`src/hdl/modexp_pkg.sv`:
```
// Package: microcode word, opcode and condition codes, and the control store of the modexp unit.
package modexp_pkg;

  typedef logic [3:0] step_t;

  typedef enum logic [3:0] {
    OP_NOP,
    OP_LOAD,     // take an item, set up the base reduction
    OP_DBL,      // acc = 2*acc mod m, shift multiplier, latch its top bit
    OP_ADD,      // acc = acc + (bit ? a : 0) mod m
    OP_SETSQ,    // square register takes the finished product
    OP_SETUP_P,  // set up product * square
    OP_SETP,     // product register takes the finished product
    OP_SETUP_S,  // set up square * square, step the exponent
    OP_EMIT      // hand the result to the output register
  } op_e;

  typedef enum logic [2:0] {
    COND_NEVER,
    COND_NO_ITEM,   // no item offered
    COND_DBL_SKIP,  // multiplier bit clear and more bits after this one
    COND_MORE,      // multiplier bits left
    COND_E_CLEAR,   // current exponent bit clear
    COND_E_MORE,    // exponent bits left
    COND_OUT_BUSY   // output register still holds an untaken item
  } cond_e;

  typedef struct packed {
    op_e   op;
    cond_e cond;
    step_t tgt_t;  // next step when cond holds
    step_t tgt_f;  // next step otherwise
  } ctrl_t;

  localparam step_t StepWait = 4'd0;

  function automatic ctrl_t rom_word(step_t step);
    ctrl_t w;
    case (step)
      // reduce base: base mod m = (1 mod m) * base
      4'd0:    w = '{OP_LOAD,    COND_NO_ITEM,  4'd0,  4'd1};
      4'd1:    w = '{OP_DBL,     COND_DBL_SKIP, 4'd1,  4'd2};
      4'd2:    w = '{OP_ADD,     COND_MORE,     4'd1,  4'd3};
      4'd3:    w = '{OP_SETSQ,   COND_NEVER,    4'd0,  4'd4};
      // exponent loop head: multiply product by square when the bit is set
      4'd4:    w = '{OP_SETUP_P, COND_E_CLEAR,  4'd8,  4'd5};
      4'd5:    w = '{OP_DBL,     COND_DBL_SKIP, 4'd5,  4'd6};
      4'd6:    w = '{OP_ADD,     COND_MORE,     4'd5,  4'd7};
      4'd7:    w = '{OP_SETP,    COND_NEVER,    4'd0,  4'd8};
      // square
      4'd8:    w = '{OP_SETUP_S, COND_NEVER,    4'd0,  4'd9};
      4'd9:    w = '{OP_DBL,     COND_DBL_SKIP, 4'd9,  4'd10};
      4'd10:   w = '{OP_ADD,     COND_MORE,     4'd9,  4'd11};
      4'd11:   w = '{OP_SETSQ,   COND_E_MORE,   4'd4,  4'd12};
      4'd12:   w = '{OP_EMIT,    COND_OUT_BUSY, 4'd12, 4'd0};
      default: w = '{OP_NOP,     COND_NEVER,    4'd0,  4'd0};
    endcase
    return w;
  endfunction

endpackage

```
`src/hdl/modular_exponentiation_unit.sv`:
```
// Top level: microcoded square-and-multiply modular exponentiation unit.
//
//  channel | signals                              | direction | item
//  --------+--------------------------------------+-----------+--------------------------
//  in      | in_valid_i, in_stall_o, base_i,       | sink      | base, exponent, modulus
//          | exponent_i, modulus_i                 |           |
//  out     | out_valid_o, out_stall_i, power_mod_o | source    | base^exponent mod modulus
//
// One item at a time. An item takes a load step, then one modular multiply for the
// base reduction, then OPERAND_WIDTH rounds of (optional multiply + square) plus a
// few bookkeeping steps. Each modular multiply runs through the shared add/compare
// unit: OPERAND_WIDTH doubling steps plus one add step per set multiplier bit (plus
// one if the last bit is clear). A round is 3 bookkeeping steps, the square and, for
// a set exponent bit, the multiply and one more step.
// Reset clears the step counter and the output valid; no clearing pass is needed.
// in_stall_o is low only in the wait step. A stalled result sits in the output
// register while the next item is accepted and computed; the sequencer only holds
// at the emit step if the previous result is still untaken.
module modular_exponentiation_unit #(
  parameter int OPERAND_WIDTH = 32
) (
  input  logic                     clk_i,
  input  logic                     rst_ni,
  input  logic                     in_valid_i,
  output logic                     in_stall_o,
  input  logic [OPERAND_WIDTH-1:0] base_i,
  input  logic [OPERAND_WIDTH-1:0] exponent_i,
  input  logic [OPERAND_WIDTH-1:0] modulus_i,
  output logic                     out_valid_o,
  input  logic                     out_stall_i,
  output logic [OPERAND_WIDTH-1:0] power_mod_o
);
  import modexp_pkg::*;

  localparam int CntW = $clog2(OPERAND_WIDTH + 1);
  localparam logic [OPERAND_WIDTH-1:0] One = OPERAND_WIDTH'(1);

  // sequencer
  step_t step_q, step_d;
  ctrl_t cw;
  logic  cond_hit;

  // datapath
  logic [OPERAND_WIDTH-1:0] m_q, m_d;      // modulus
  logic [OPERAND_WIDTH-1:0] e_q, e_d;      // exponent, shifted right per round
  logic [OPERAND_WIDTH-1:0] a_q, a_d;      // multiplicand
  logic [OPERAND_WIDTH-1:0] b_q, b_d;      // multiplier, shifted left per bit
  logic [OPERAND_WIDTH-1:0] acc_q, acc_d;  // running modular product
  logic [OPERAND_WIDTH-1:0] sq_q, sq_d;    // current square of the base
  logic [OPERAND_WIDTH-1:0] prod_q, prod_d;// accumulated result
  logic                     flag_q, flag_d;// multiplier bit latched by the doubling step
  logic [CntW-1:0]          cnt_q, cnt_d;  // multiplier bits left
  logic [CntW-1:0]          ecnt_q, ecnt_d;// exponent bits left

  // output register
  logic                     out_valid_q, out_valid_d;
  logic [OPERAND_WIDTH-1:0] pm_q, pm_d;

  logic                     in_take;
  logic                     out_busy;
  logic                     emit;
  logic [OPERAND_WIDTH-1:0] one_mod;
  logic [OPERAND_WIDTH-1:0] add_y;
  logic [OPERAND_WIDTH:0]   add_sum;
  logic [OPERAND_WIDTH:0]   add_red;
  logic [OPERAND_WIDTH-1:0] mod_sum;

  assign cw         = rom_word(step_q);
  assign in_stall_o = (step_q != StepWait);
  assign in_take    = in_valid_i && !in_stall_o;
  assign out_busy   = out_valid_q && out_stall_i;
  assign emit       = (cw.op == OP_EMIT) && !out_busy;

  // 1 mod m; a zero modulus gives 0 too, so every later value stays 0
  assign one_mod = {{(OPERAND_WIDTH-1){1'b0}}, (modulus_i > One)};

  // shared (x + y) mod m, operands below m, so one conditional subtract suffices
  always_comb begin
    add_y   = (cw.op == OP_DBL) ? acc_q : (flag_q ? a_q : '0);
    add_sum = {1'b0, acc_q} + {1'b0, add_y};
    add_red = (add_sum >= {1'b0, m_q}) ? (add_sum - {1'b0, m_q}) : add_sum;
    mod_sum = add_red[OPERAND_WIDTH-1:0];
  end

  always_comb begin
    case (cw.cond)
      COND_NEVER:    cond_hit = 1'b0;
      COND_NO_ITEM:  cond_hit = !in_valid_i;
      COND_DBL_SKIP: cond_hit = !b_q[OPERAND_WIDTH-1] && (cnt_q != CntW'(1));
      COND_MORE:     cond_hit = (cnt_q != '0);
      COND_E_CLEAR:  cond_hit = !e_q[0];
      COND_E_MORE:   cond_hit = (ecnt_q != '0);
      COND_OUT_BUSY: cond_hit = out_busy;
      default:       cond_hit = 1'b0;
    endcase
    step_d = cond_hit ? cw.tgt_t : cw.tgt_f;
  end

  always_comb begin
    m_d         = m_q;
    e_d         = e_q;
    a_d         = a_q;
    b_d         = b_q;
    acc_d       = acc_q;
    sq_d        = sq_q;
    prod_d      = prod_q;
    flag_d      = flag_q;
    cnt_d       = cnt_q;
    ecnt_d      = ecnt_q;
    out_valid_d = out_valid_q && out_stall_i;
    pm_d        = pm_q;
    case (cw.op)
      OP_LOAD: begin
        if (in_take) begin
          m_d    = modulus_i;
          e_d    = exponent_i;
          a_d    = one_mod;
          b_d    = base_i;
          acc_d  = '0;
          prod_d = one_mod;
          cnt_d  = CntW'(OPERAND_WIDTH);
          ecnt_d = CntW'(OPERAND_WIDTH);
        end
      end
      OP_DBL: begin
        acc_d  = mod_sum;
        flag_d = b_q[OPERAND_WIDTH-1];
        b_d    = {b_q[OPERAND_WIDTH-2:0], 1'b0};
        cnt_d  = cnt_q - CntW'(1);
      end
      OP_ADD: begin
        acc_d = mod_sum;
      end
      OP_SETSQ: begin
        sq_d = acc_q;
      end
      OP_SETUP_P: begin
        a_d   = prod_q;
        b_d   = sq_q;
        acc_d = '0;
        cnt_d = CntW'(OPERAND_WIDTH);
      end
      OP_SETP: begin
        prod_d = acc_q;
      end
      OP_SETUP_S: begin
        a_d    = sq_q;
        b_d    = sq_q;
        acc_d  = '0;
        cnt_d  = CntW'(OPERAND_WIDTH);
        e_d    = {1'b0, e_q[OPERAND_WIDTH-1:1]};
        ecnt_d = ecnt_q - CntW'(1);
      end
      OP_EMIT: begin
        if (emit) begin
          out_valid_d = 1'b1;
          pm_d        = prod_q;
        end
      end
      default: begin
      end
    endcase
  end

  always_ff @(posedge clk_i or negedge rst_ni) begin
    if (!rst_ni) begin
      step_q      <= StepWait;
      out_valid_q <= 1'b0;
      cnt_q       <= '0;
      ecnt_q      <= '0;
    end else begin
      step_q      <= step_d;
      out_valid_q <= out_valid_d;
      cnt_q       <= cnt_d;
      ecnt_q      <= ecnt_d;
    end
  end

  always_ff @(posedge clk_i) begin
    m_q    <= m_d;
    e_q    <= e_d;
    a_q    <= a_d;
    b_q    <= b_d;
    acc_q  <= acc_d;
    sq_q   <= sq_d;
    prod_q <= prod_d;
    flag_q <= flag_d;
    pm_q   <= pm_d;
  end

  assign out_valid_o = out_valid_q;
  assign power_mod_o = pm_q;

endmodule

```
`config.mk`:
```
export PLATFORM = sky130hd
export DESIGN_NAME = modular_exponentiation_unit
export DESIGN_NICKNAME = d
export VERILOG_FILES = /design/src/hdl/modexp_pkg.sv /design/src/hdl/modular_exponentiation_unit.sv
export SDC_FILE = /design/constraint.sdc
export NUM_CORES = 1
export LEC_CHECK = 0
export ABC_AREA = 1
export ABC_CLOCK_PERIOD_IN_PS = 5600
export BUFFER_PORTS_ARGS = -buffer_cell sky130_fd_sc_hd__buf_2
export CAP_MARGIN = 10
export CORE_ASPECT_RATIO = 1.75
export CORE_MARGIN = 2
export CORE_UTILIZATION = 55
export CTS_BUF_LIST = sky130_fd_sc_hd__clkbuf_4 sky130_fd_sc_hd__clkbuf_8 sky130_fd_sc_hd__clkbuf_16
export DETAILED_ROUTE_END_ITERATION = 7
export GPL_ROUTABILITY_DRIVEN = 0
export PLACE_DENSITY = 0.83
export SKIP_CTS_REPAIR_TIMING = 1
export SLEW_MARGIN = 20
export SYNTH_ARGS = -nofsm -noshare
export SYNTH_HDL_FRONTEND = slang
export SYNTH_SLANG_ARGS = --single-unit
```
`constraint.sdc`:
```
create_clock -name clk_i -period 5.6 [get_ports clk_i]
set_clock_uncertainty 0.1 [all_clocks]
set_input_delay 1.12 -clock clk_i [delete_from_list [all_inputs] [get_ports clk_i]]
set_output_delay 1.12 -clock clk_i [all_outputs]
set_load 0.02 [all_outputs]
```
==> results of run 1 <==
area by class of cell:
cell class              instances  area, µm²  share of cell area, %
flip-flops and latches        274       8140                   41.8
clock inverters                18        186                  0.957
repair buffers                179       1150                   5.92
well taps                     387        484                   2.48
multi-input cells            1428       7630                   39.1
clock buffers                  30        704                   3.61
inverters                     314       1190                   6.11
state kept, by name, summed over array words and instances, names as in the netlist, 32 cells and up:
register     flops
a_q             32
acc_q           32
b_q             32
e_q             32
m_q             32
power_mod_o     32
prod_q          32
sq_q            32
critical path, delay by kind of cell (launching register included):
family                     cells  cell delay [ps]
AOI/OAI and AO/OA              4              610
buffers and inverters          7              850
adders and majority gates      3              930
DFF                            1              440
and+or+nand+nor               21             2520
final timing paths:
path	depth (start not counted)	endpoint	slack, ps	startpoint
setup / recovery	35	acc_q[16]	-100	step_q[1]
hold / removal	0	power_mod_o[31]	350	prod_q[31]
setup reg to reg	35	acc_q[16]	-100	step_q[1]
hold reg to reg	0	power_mod_o[31]	350	prod_q[31]
max in group asynchronous	1	step_q[0]	4720	rst_ni
min in group asynchronous	1	step_q[2]	380	rst_ni
logic make-up (layout without fill, tap and decap cells):
kind of cell / count (synthesis) / after routing / synth area share, %
flops: 274 / 274 / 49.1
xor+xnor: 38 / 38 / 2.01
buf+inv: 364 / 541 / 9.13
fa+ha+maj: 73 / 73 / 5.60
compound gates: 172 / 172 / 6.01
simple gates: 1145 / 1145 / 28.1
cells in the mapped netlist, types with 13 or more instances:
| library cell | n | area share (%) |
|---|---|---|
| a22oi_1 | 31 | 1.4 |
| dfrtp_1 | 17 | 2.6 |
| edfxtp_1 | 257 | 47 |
| ha_1 | 71 | 5.4 |
| o21ai_0 | 47 | 1.4 |
| nand3_1 | 136 | 4.1 |
| buf_2 | 17 | 0.51 |
| buf_6 | 15 | 1.0 |
| nor2_1 | 217 | 4.9 |
| a21oi_1 | 55 | 1.7 |
| nand4_1 | 20 | 0.75 |
| o21ai_1 | 16 | 0.48 |
| xor2_1 | 32 | 1.7 |
| nor3_1 | 13 | 0.39 |
| inv_1 | 305 | 6.9 |
| nand2_1 | 725 | 16 |
through the flow:
stage | hold WS (ps) | instance area [µm²] | util (%) | instances
after floorplan | 327 | 16600 | - | 2066
after global placement | 334 | 17600 | 58.9 | 2556
after detailed placement | 334 | 17600 | 58.9 | 2556
after CTS | 350 | 18500 | 61.9 | 2604
after global routing | 352 | 19500 | 65.3 | 2630
final | 349 | 19500 | 65.3 | 2630
metal layers:
metal  GRT usage (%)  vias up  routed length (µm)  share of wire (%)
met2            52.2      935               23900                 51
met5               0        -                   0                  0
met4            16.8        0                4140                8.8
li1                -     6966                   -                  -
met1            29.4     6886               15300                 33
met3            2.45      297                3650                7.8
==> metrics.md, run 1 <==
| Metric | Value |
|---|---|
| Status | finished with violations |
| Violated checks | setup timing |
| Final WL | roughly 47000 µm |
| Largest net degree at the start of global routing | 66 |
| Class of the worst hold path | flop to flop |
| Row Count | 84 |
| Crit path required time | roughly 5800 ps |
| Die width | approximately 140 µm |
| Least-Margin Pin Slew | roughly 1000 ps |
| Asr flop ratio synth | under 10% |
| Clk sinks | roughly 270 |
| Yosys warning count | 0 |
| Register area share after synthesis | approximately half |
| Number of global-route vias before repair | approximately 14000 |
| Clk_lat worst skew | 550 ps |
| Number of max-cap violations | 0 |
| First-pass GRT wire length | 69300 µm |
| Period utilization | 102% |
| Number of synthesized flops with an enable pin | roughly 260 |
| Aggregate global routing overflow | 0 |
| Synthesized Nets | 2239 |
| CP Capture Type | flop |
| Average routed wire per standard cell | roughly 18 µm |
| Ant diodes | 0 |
| FMAX | roughly 180 MHz |
| Synthesized flop and latch total | roughly 270 |
| DRC viols | 0 |
| Share of post-route cells with drive strength above 1 | ~17% |
| Synth cell types | 44 |
| P&R area growth vs syn | 17.6% |
| CORE AREA | roughly 30000 µm² |
| Dpl hpwl | 33200 µm |
| Final setup fails | 30 |
| Relative slew margins | 32.2% |
| Initial Util | 55.5% |
| Via density | 5.74 |
| CTS tree | built |
| Via Count | approximately 15000 |
| CP most frequent cell | nand2_1 |
| Syn Inst Count | about 2100 |
| Main flop type after synthesis | edfxtp_1 |
| Unrepaired setup endpoints after global routing | yes |
| Fin crit period | 5700 ps |
| Final slew viol count | 0 |
| # port buffers | 133 |
| CP max stage delay | about 440 ps |
| Fillers | about 2300 |
| Dpl ws | -272 ps |
| Initial antenna violation count | 0 |
| Nets | about 2400 |
| Crit-path max FO | 24 |
| Ports | between 100 and 150 |
| First-pass DRT Iterations | 8 |
| Commonest non-fill, non-tap cell in the layout | nand2_1 |
| Worst setup slack after layout | -105 ps |
| Critical path's slowest cell | dfrtp_1 |
| Total GRT Usage | between 20% and 30% |
| Most frequent cells in the layout | nand2_1, inv_1, edfxtp_1, nor2_1, buf_2 |
| Crit start category | flop |
| Clock slew at reported path FFs | ~70 ps |
| Die area | 31600 µm² |
| Setup_tns | -1220 ps |
| Arr. time, crit path | approximately 5900 ps |
| Cell area after synthesis | 16600 µm² |
| Htree depth | 1 |
| Antenna viol nets, final | 0 |
| DR iter-0 viols | around 1500 |
| Clock Tree Root | clkbuf_16 |
| CTS Buf Count | 26 |
| Clock Path Buffers | 3 |
| Final count of hold timing violations | 0 |
| Chip Height | 234 µm |
| Mean cell area of the mapped netlist | 8.02 µm² |
| CP Class | flop to flop |
Power of run 1 is left out: the tool's default activity adds up to more than one toggle a clock period on the data nets, which glitch-free logic cannot reach.
==> run 2: changes to the inputs <==
--- a/config.mk
+++ b/config.mk
@@ -6,16 +6,16 @@
 export NUM_CORES = 1
 export LEC_CHECK = 0
 export ABC_AREA = 1
-export ABC_CLOCK_PERIOD_IN_PS = 5600
+export ABC_CLOCK_PERIOD_IN_PS = 4600
 export BUFFER_PORTS_ARGS = -buffer_cell sky130_fd_sc_hd__buf_2
 export CAP_MARGIN = 10
 export CORE_ASPECT_RATIO = 1.75
 export CORE_MARGIN = 2
-export CORE_UTILIZATION = 55
+export CORE_UTILIZATION = 40
 export CTS_BUF_LIST = sky130_fd_sc_hd__clkbuf_4 sky130_fd_sc_hd__clkbuf_8 sky130_fd_sc_hd__clkbuf_16
 export DETAILED_ROUTE_END_ITERATION = 7
 export GPL_ROUTABILITY_DRIVEN = 0
-export PLACE_DENSITY = 0.83
+export PLACE_DENSITY = 0.65
 export SKIP_CTS_REPAIR_TIMING = 1
 export SLEW_MARGIN = 20
 export SYNTH_ARGS = -nofsm -noshare
==> constraint.sdc (replaced) <==
create_clock -name clk_i -period 4.6 [get_ports clk_i]
set_clock_uncertainty 0.1 [all_clocks]
set_input_delay 0.92 -clock clk_i [delete_from_list [all_inputs] [get_ports clk_i]]
set_output_delay 0.92 -clock clk_i [all_outputs]
set_load 0.02 [all_outputs]
==> run 2 against run 1 <==
The run still ends with setup timing left. Maximum frequency rose by 8.1%. Flip-flop and latch count did not move. Count of clock-buffer cells in the layout fell by 1. Die area rose by 37%. First-iteration DRC count fell by 38%. Register-to-register slack got worse by 570 ps. Design area rose by 12%. Via count rose by 0.48%. Cell count rose by 16%. Worst hold slack got worse by 180 ps. Wire length rose by 7.6%. Highest routed layer unchanged.
==> metrics.md, run 2 (synthesis results as in run 1) <==
| Metric | Value |
|---|---|
| Status | finished with violations |
| Violated checks | setup timing |
| CORE AREA | 40800 µm² (+37%) |
| DRC viols | 0 (unchanged) |
| M1 GR Usage | 22.9% (-6.5 points) |
| Number of max-cap violations | 0 (unchanged) |
| FMAX | 189 MHz (+8.1%) |
| Final count of hold timing violations | 0 (unchanged) |
| Total GRT Usage | 22.2% (-5.5 points) |
| Final WL | 50600 µm (+7.6%) |
| # port buffers | 133 (unchanged) |
| Met2 usage | 42.7% (-9.6 points) |
| Most frequent cells in the layout | nand2_1, inv_1, buf_4, edfxtp_1, nor2_1 |
| Initial Util | 40.6% (-15 points) |
| Via density | 4.97 (-13%) |
| Clock slew at reported path FFs | 70 ps (about the same) |
| Least-Margin Pin Slew | 1020 ps (+6.29 ps) |
| First-pass GRT wire length | 75300 µm (+8.7%) |
| Number of global-route vias before repair | 15100 (+4.5%) |
| Class of the worst hold path | input pin to asynchronous set/reset pin |
| Final setup fails | 32 (+6.7%) |
| DR iter-0 viols | 925 (-38%) |
| Largest net degree at the start of global routing | 66 (unchanged) |
| Crit path required time | 4820 ps (-980 ps) |
| Final slew viol count | 0 (unchanged) |
| Die area | 43100 µm² (+37%) |
| Clock Path Buffers | 3 (unchanged) |
| Initial antenna violation count | 0 (unchanged) |
| Clk sinks | 274 (unchanged) |
| Clock Tree Root | clkbuf_16 |
| Nets | 2654 (+11%) |
| Die width | 158 µm (+17%) |
| Antenna viol nets, final | 0 (unchanged) |
| CTS tree | built |
| Via Count | 15200 (+0.48%) |
| P&R area growth vs syn | 32.3% |
| Relative slew margins | 31.7% (-0.42 points) |
| Share of post-route cells with drive strength above 1 | 28.0% (+11 points) |
| Critical path's slowest cell | dfrtp_1 |
| Period utilization | 115% (+13 points) |
| Row Count | 98 (+17%) |
| CP Capture Type | flop |
| Worst setup slack after layout | -679 ps (-574 ps) |
| Chip Height | 273 µm (+17%) |
| Arr. time, crit path | 5490 ps (-410 ps) |
| CP Class | flop to flop |
| Commonest non-fill, non-tap cell in the layout | nand2_1 |
| Dpl hpwl | 37900 µm (+14%) |
| CTS Buf Count | 27 (+3.8%) |
| Ant diodes | 0 (unchanged) |
| M3 GR Usage | 2.18% (-0.27 points) |
| Average routed wire per standard cell | 16.6 µm (-7.3%) |
| CP most frequent cell | nand2_1 |
| Ports | 134 (unchanged) |
| Clk_lat worst skew | 570 ps (+20 ps) |
| Aggregate global routing overflow | 0 (unchanged) |
| Crit-path max FO | 8 (-67%) |
| Fin crit period | 5280 ps (-426 ps) |
| Final std cells w/o fill | 3050 (+16%) |
| GRT Max-Usage Layer | met2 |
| Placed Instances | 2970 (+16%) |
| Crit start category | flop |
| Unrepaired setup endpoints after global routing | yes |
| CP max stage delay | 410 ps (-30 ps) |
| Htree depth | 1 (unchanged) |
| First-pass DRT Iterations | 7 (-1) |
==> run 2: per-stage QoR <==
step	setup slack [ps]	setup TNS, ps	area [µm²]	utilization (%)	hold WS (ps)
final	-679	-19470	21900	53.7	174
after global placement	-871	-26420	19900	48.7	336
after global routing	-1000	-29540	21900	53.7	192
after detailed placement	-952	-29030	19900	48.8	344
after CTS	-991	-30010	20800	50.9	170
after floorplan	-269	-8130	16700	-	327
==> run 2: worst paths after layout <==
check                      startpoint             end  slack, ps  cells after the start
max in group asynchronous      rst_ni       ecnt_q[0]       3950                      1
setup / recovery            step_q[1]        acc_q[2]       -680                     40
min in group clk_i          prod_q[4]  power_mod_o[4]        350                      0
hold / removal                 rst_ni        cnt_q[2]        170                      1
setup reg to reg            step_q[1]        acc_q[2]       -680                     40
hold reg to reg             prod_q[4]  power_mod_o[4]        350                      0
==> run 2: layout make-up <==
cell class,instances,area [µm²]
Multi-Input combinational cell,1428,7860
Fill cell,3633,18900
Timing Repair Buffer,436,3170
Sequential cell,274,8140
Inverter,314,1190
Clock inverter,19,183
Tap cell,550,688
Clock buffer,29,691
==> run 2: per-layer routing <==
metal  share of wire (%)  routed length, µm
met2                  54              27500
met1                  35              17800
met4                 6.6               3360
met5                   0                  0
met3                 3.9               1950
==> run 2: worst max-delay path, delay by kind of cell (launching register included) <==
kind                       cells  cell delay [ps]
and+or+nand+nor               26             2300
adders and majority gates      3              890
buffers and inverters          8              990
AOI/OAI and AO/OA              3              340
DFF                            1              410
Power of run 2 is left out for the same reason.
==> run 3: changes to the inputs <==
--- a/config.mk
+++ b/config.mk
@@ -9,7 +9,7 @@
 export ABC_CLOCK_PERIOD_IN_PS = 4600
 export BUFFER_PORTS_ARGS = -buffer_cell sky130_fd_sc_hd__buf_2
 export CAP_MARGIN = 10
-export CORE_ASPECT_RATIO = 1.75
+export CORE_ASPECT_RATIO = 1.2
 export CORE_MARGIN = 2
 export CORE_UTILIZATION = 40
 export CTS_BUF_LIST = sky130_fd_sc_hd__clkbuf_4 sky130_fd_sc_hd__clkbuf_8 sky130_fd_sc_hd__clkbuf_16
==> run 3 against run 2 <==
Core utilization about the same. Cell count fell by 0.62%. Register-to-register slack got worse by 50 ps. The run still ends with setup timing left. Critical endpoint is now acc_q[23]. Via count barely moved.
==> metrics.md, run 3 (synthesis results as in run 1) <==
| Metric | Value |
|---|---|
| Status | finished with violations |
| Violated checks | setup timing |
| Hold Slack | 168 ps (-5.24 ps) |
| Number of global-route vias before repair | 14800 (-2.0%) |
| Least-Margin Pin Slew | 1020 ps (-2.67 ps) |
| Final setup fails | 32 (unchanged) |
| Dpl hpwl | 35900 µm (-5.4%) |
| DRC viols | 0 (unchanged) |
| Cell family with most CP delay | simple AND/OR/NAND/NOR gates |
| Total GRT Usage | 21.3% (-0.90 points) |
| Critical path's slowest cell | dfrtp_1 |
| Number of max-cap violations | 0 (unchanged) |
| First-pass GRT wire length | 73500 µm (-2.3%) |
| Nets | 2644 (-0.38%) |
| Commonest non-fill, non-tap cell in the layout | nand2_1 |
| Chip Height | 227 µm (-17%) |
| Period utilization | 116% (+1.1 points) |
| Dpl ws | -801 ps (+151 ps) |
| Unrepaired setup endpoints after global routing | yes |
| Class of the worst hold path | input pin to asynchronous set/reset pin |
| CTS tree | built |
| Aggregate global routing overflow | 0 (unchanged) |
| Fillers | 3685 (+1.4%) |
| Placed Instances | 2943 (-0.91%) |
| Final std cells w/o fill | 3031 (-0.62%) |
| Die width | 190 µm (+20%) |
| Met2 usage | 37.4% (-5.3 points) |
| Setup_tns | -21460 ps (-2000 ps) |
| Clock Tree Root | clkbuf_16 |
| Average routed wire per standard cell | 16.0 µm (-3.4%) |
| Die area | 43100 µm² (-0.13%) |
| Crit path required time | 4820 ps (about the same) |
| CTS Buf Count | 30 (+11%) |
| Final count of hold timing violations | 0 (unchanged) |
| CORE AREA | 40800 µm² (about the same) |
| Share of post-route cells with drive strength above 1 | 28.5% (+0.45 points) |
| Final WL | 48500 µm (-4.0%) |
| CP max stage delay | 420 ps (about the same) |
| CP Class | flop to flop |
| M3 GR Usage | 2.37% (+0.19 points) |
| CP Capture Type | flop |
| Via density | 5.00 (+0.62%) |
| Multi-input logic area | 7900 µm² (+0.49%) |
| Crit-path max FO | 8 (unchanged) |
| # port buffers | 133 (unchanged) |
| Sequential Area | 8140 µm² (unchanged) |
| Ant diodes | 0 (unchanged) |
| Reg-to-reg critical path startpoint | step_q[0] |
| Initial antenna violation count | 0 (unchanged) |
| Relative slew margins | 31.9% (+0.18 points) |
| Row Count | 81 (-17%) |
| Buf/Inv on CP | 9 (+1) |
| Initial Util | 40.6% (about the same) |
| Reg2reg end | acc_q[23] |
| Crit start category | flop |
| Clk_lat worst skew | 570 ps (about the same) |
| First-pass DRT Iterations | 5 (-2) |
| Largest net degree at the start of global routing | 45 (-32%) |
| P&R area growth vs syn | 32.3% (about the same) |
| Worst Reg2Reg Path Length in Cells | 39 (-2.5%) |
| Flop2flop setup slack | -730 ps (-50 ps) |
| DR iter-0 viols | 1207 (+30%) |
| Clock slew at reported path FFs | 70 ps (about the same) |
| M1 GR Usage | 27.0% (+4.1 points) |
| GRT Max-Usage Layer | met2 |
| Antenna viol nets, final | 0 (unchanged) |
| Via Count | 15200 (-0.0066%) |
| Clock Path Buffers | 3 (unchanged) |
| FMAX | 188 MHz (-0.97%) |
| Fin crit period | 5330 ps (+51.7 ps) |
| Htree depth | 1 (unchanged) |
| Ports | 134 (unchanged) |
| Worst setup slack after layout | -731 ps (-51.7 ps) |
| Arr. time, crit path | 5550 ps (+60 ps) |
| Final slew viol count | 0 (unchanged) |
| Clk sinks | 274 (unchanged) |
| Most frequent cells in the layout | nand2_1, inv_1, buf_4, edfxtp_1, nor2_1 |
## run 3: cell count changes in the layout (fill, tap and decap cells not counted), sizes merged
cell and change:
buf -12, clkinv +1, clkinvlp -2, inv -3
clkbuf +9, bufinv -1
## run 3: metal layers
layer  vias to the layer above  share of wire (%)
met5                         -                  0
met4                         0                3.9
met3                       115                5.9
met2                       514                 49
met1                      7074                 41
li1                       7453                  -
## run 3: final cells by class
class,instances,share of cell area (%)
clock buffers,39,3.87
inverters,314,5.41
well taps,539,3.08
flip-flops and latches,274,37.1
multi-input cells,1428,36.0
repair buffers,423,14.0
clock inverters,14,0.474
## run 3: how the worst max path moves through the flow
stage / from / slack, ps / end / cells past startpoint
final: step_q[0] / -730 / acc_q[23] / 39
after global routing: step_q[0] / -970 / acc_q[23] / 41
after CTS: step_q[0] / -870 / acc_q[17] / 41
after detailed placement: step_q[0] / -800 / acc_q[30] / 41
after global placement: step_q[0] / -770 / acc_q[17] / 35
after floorplan: step_q[0] / -270 / acc_q[14] / 42
## run 3: metrics by stage
step	utilization (%)	instance area, µm²
finish	53.7	21900
global route	53.7	21900
CTS	50.8	20700
detailed placement	48.4	19800
global placement	48.4	19800
floorplan	-	16700
Power of run 3 is left out for the same reason.
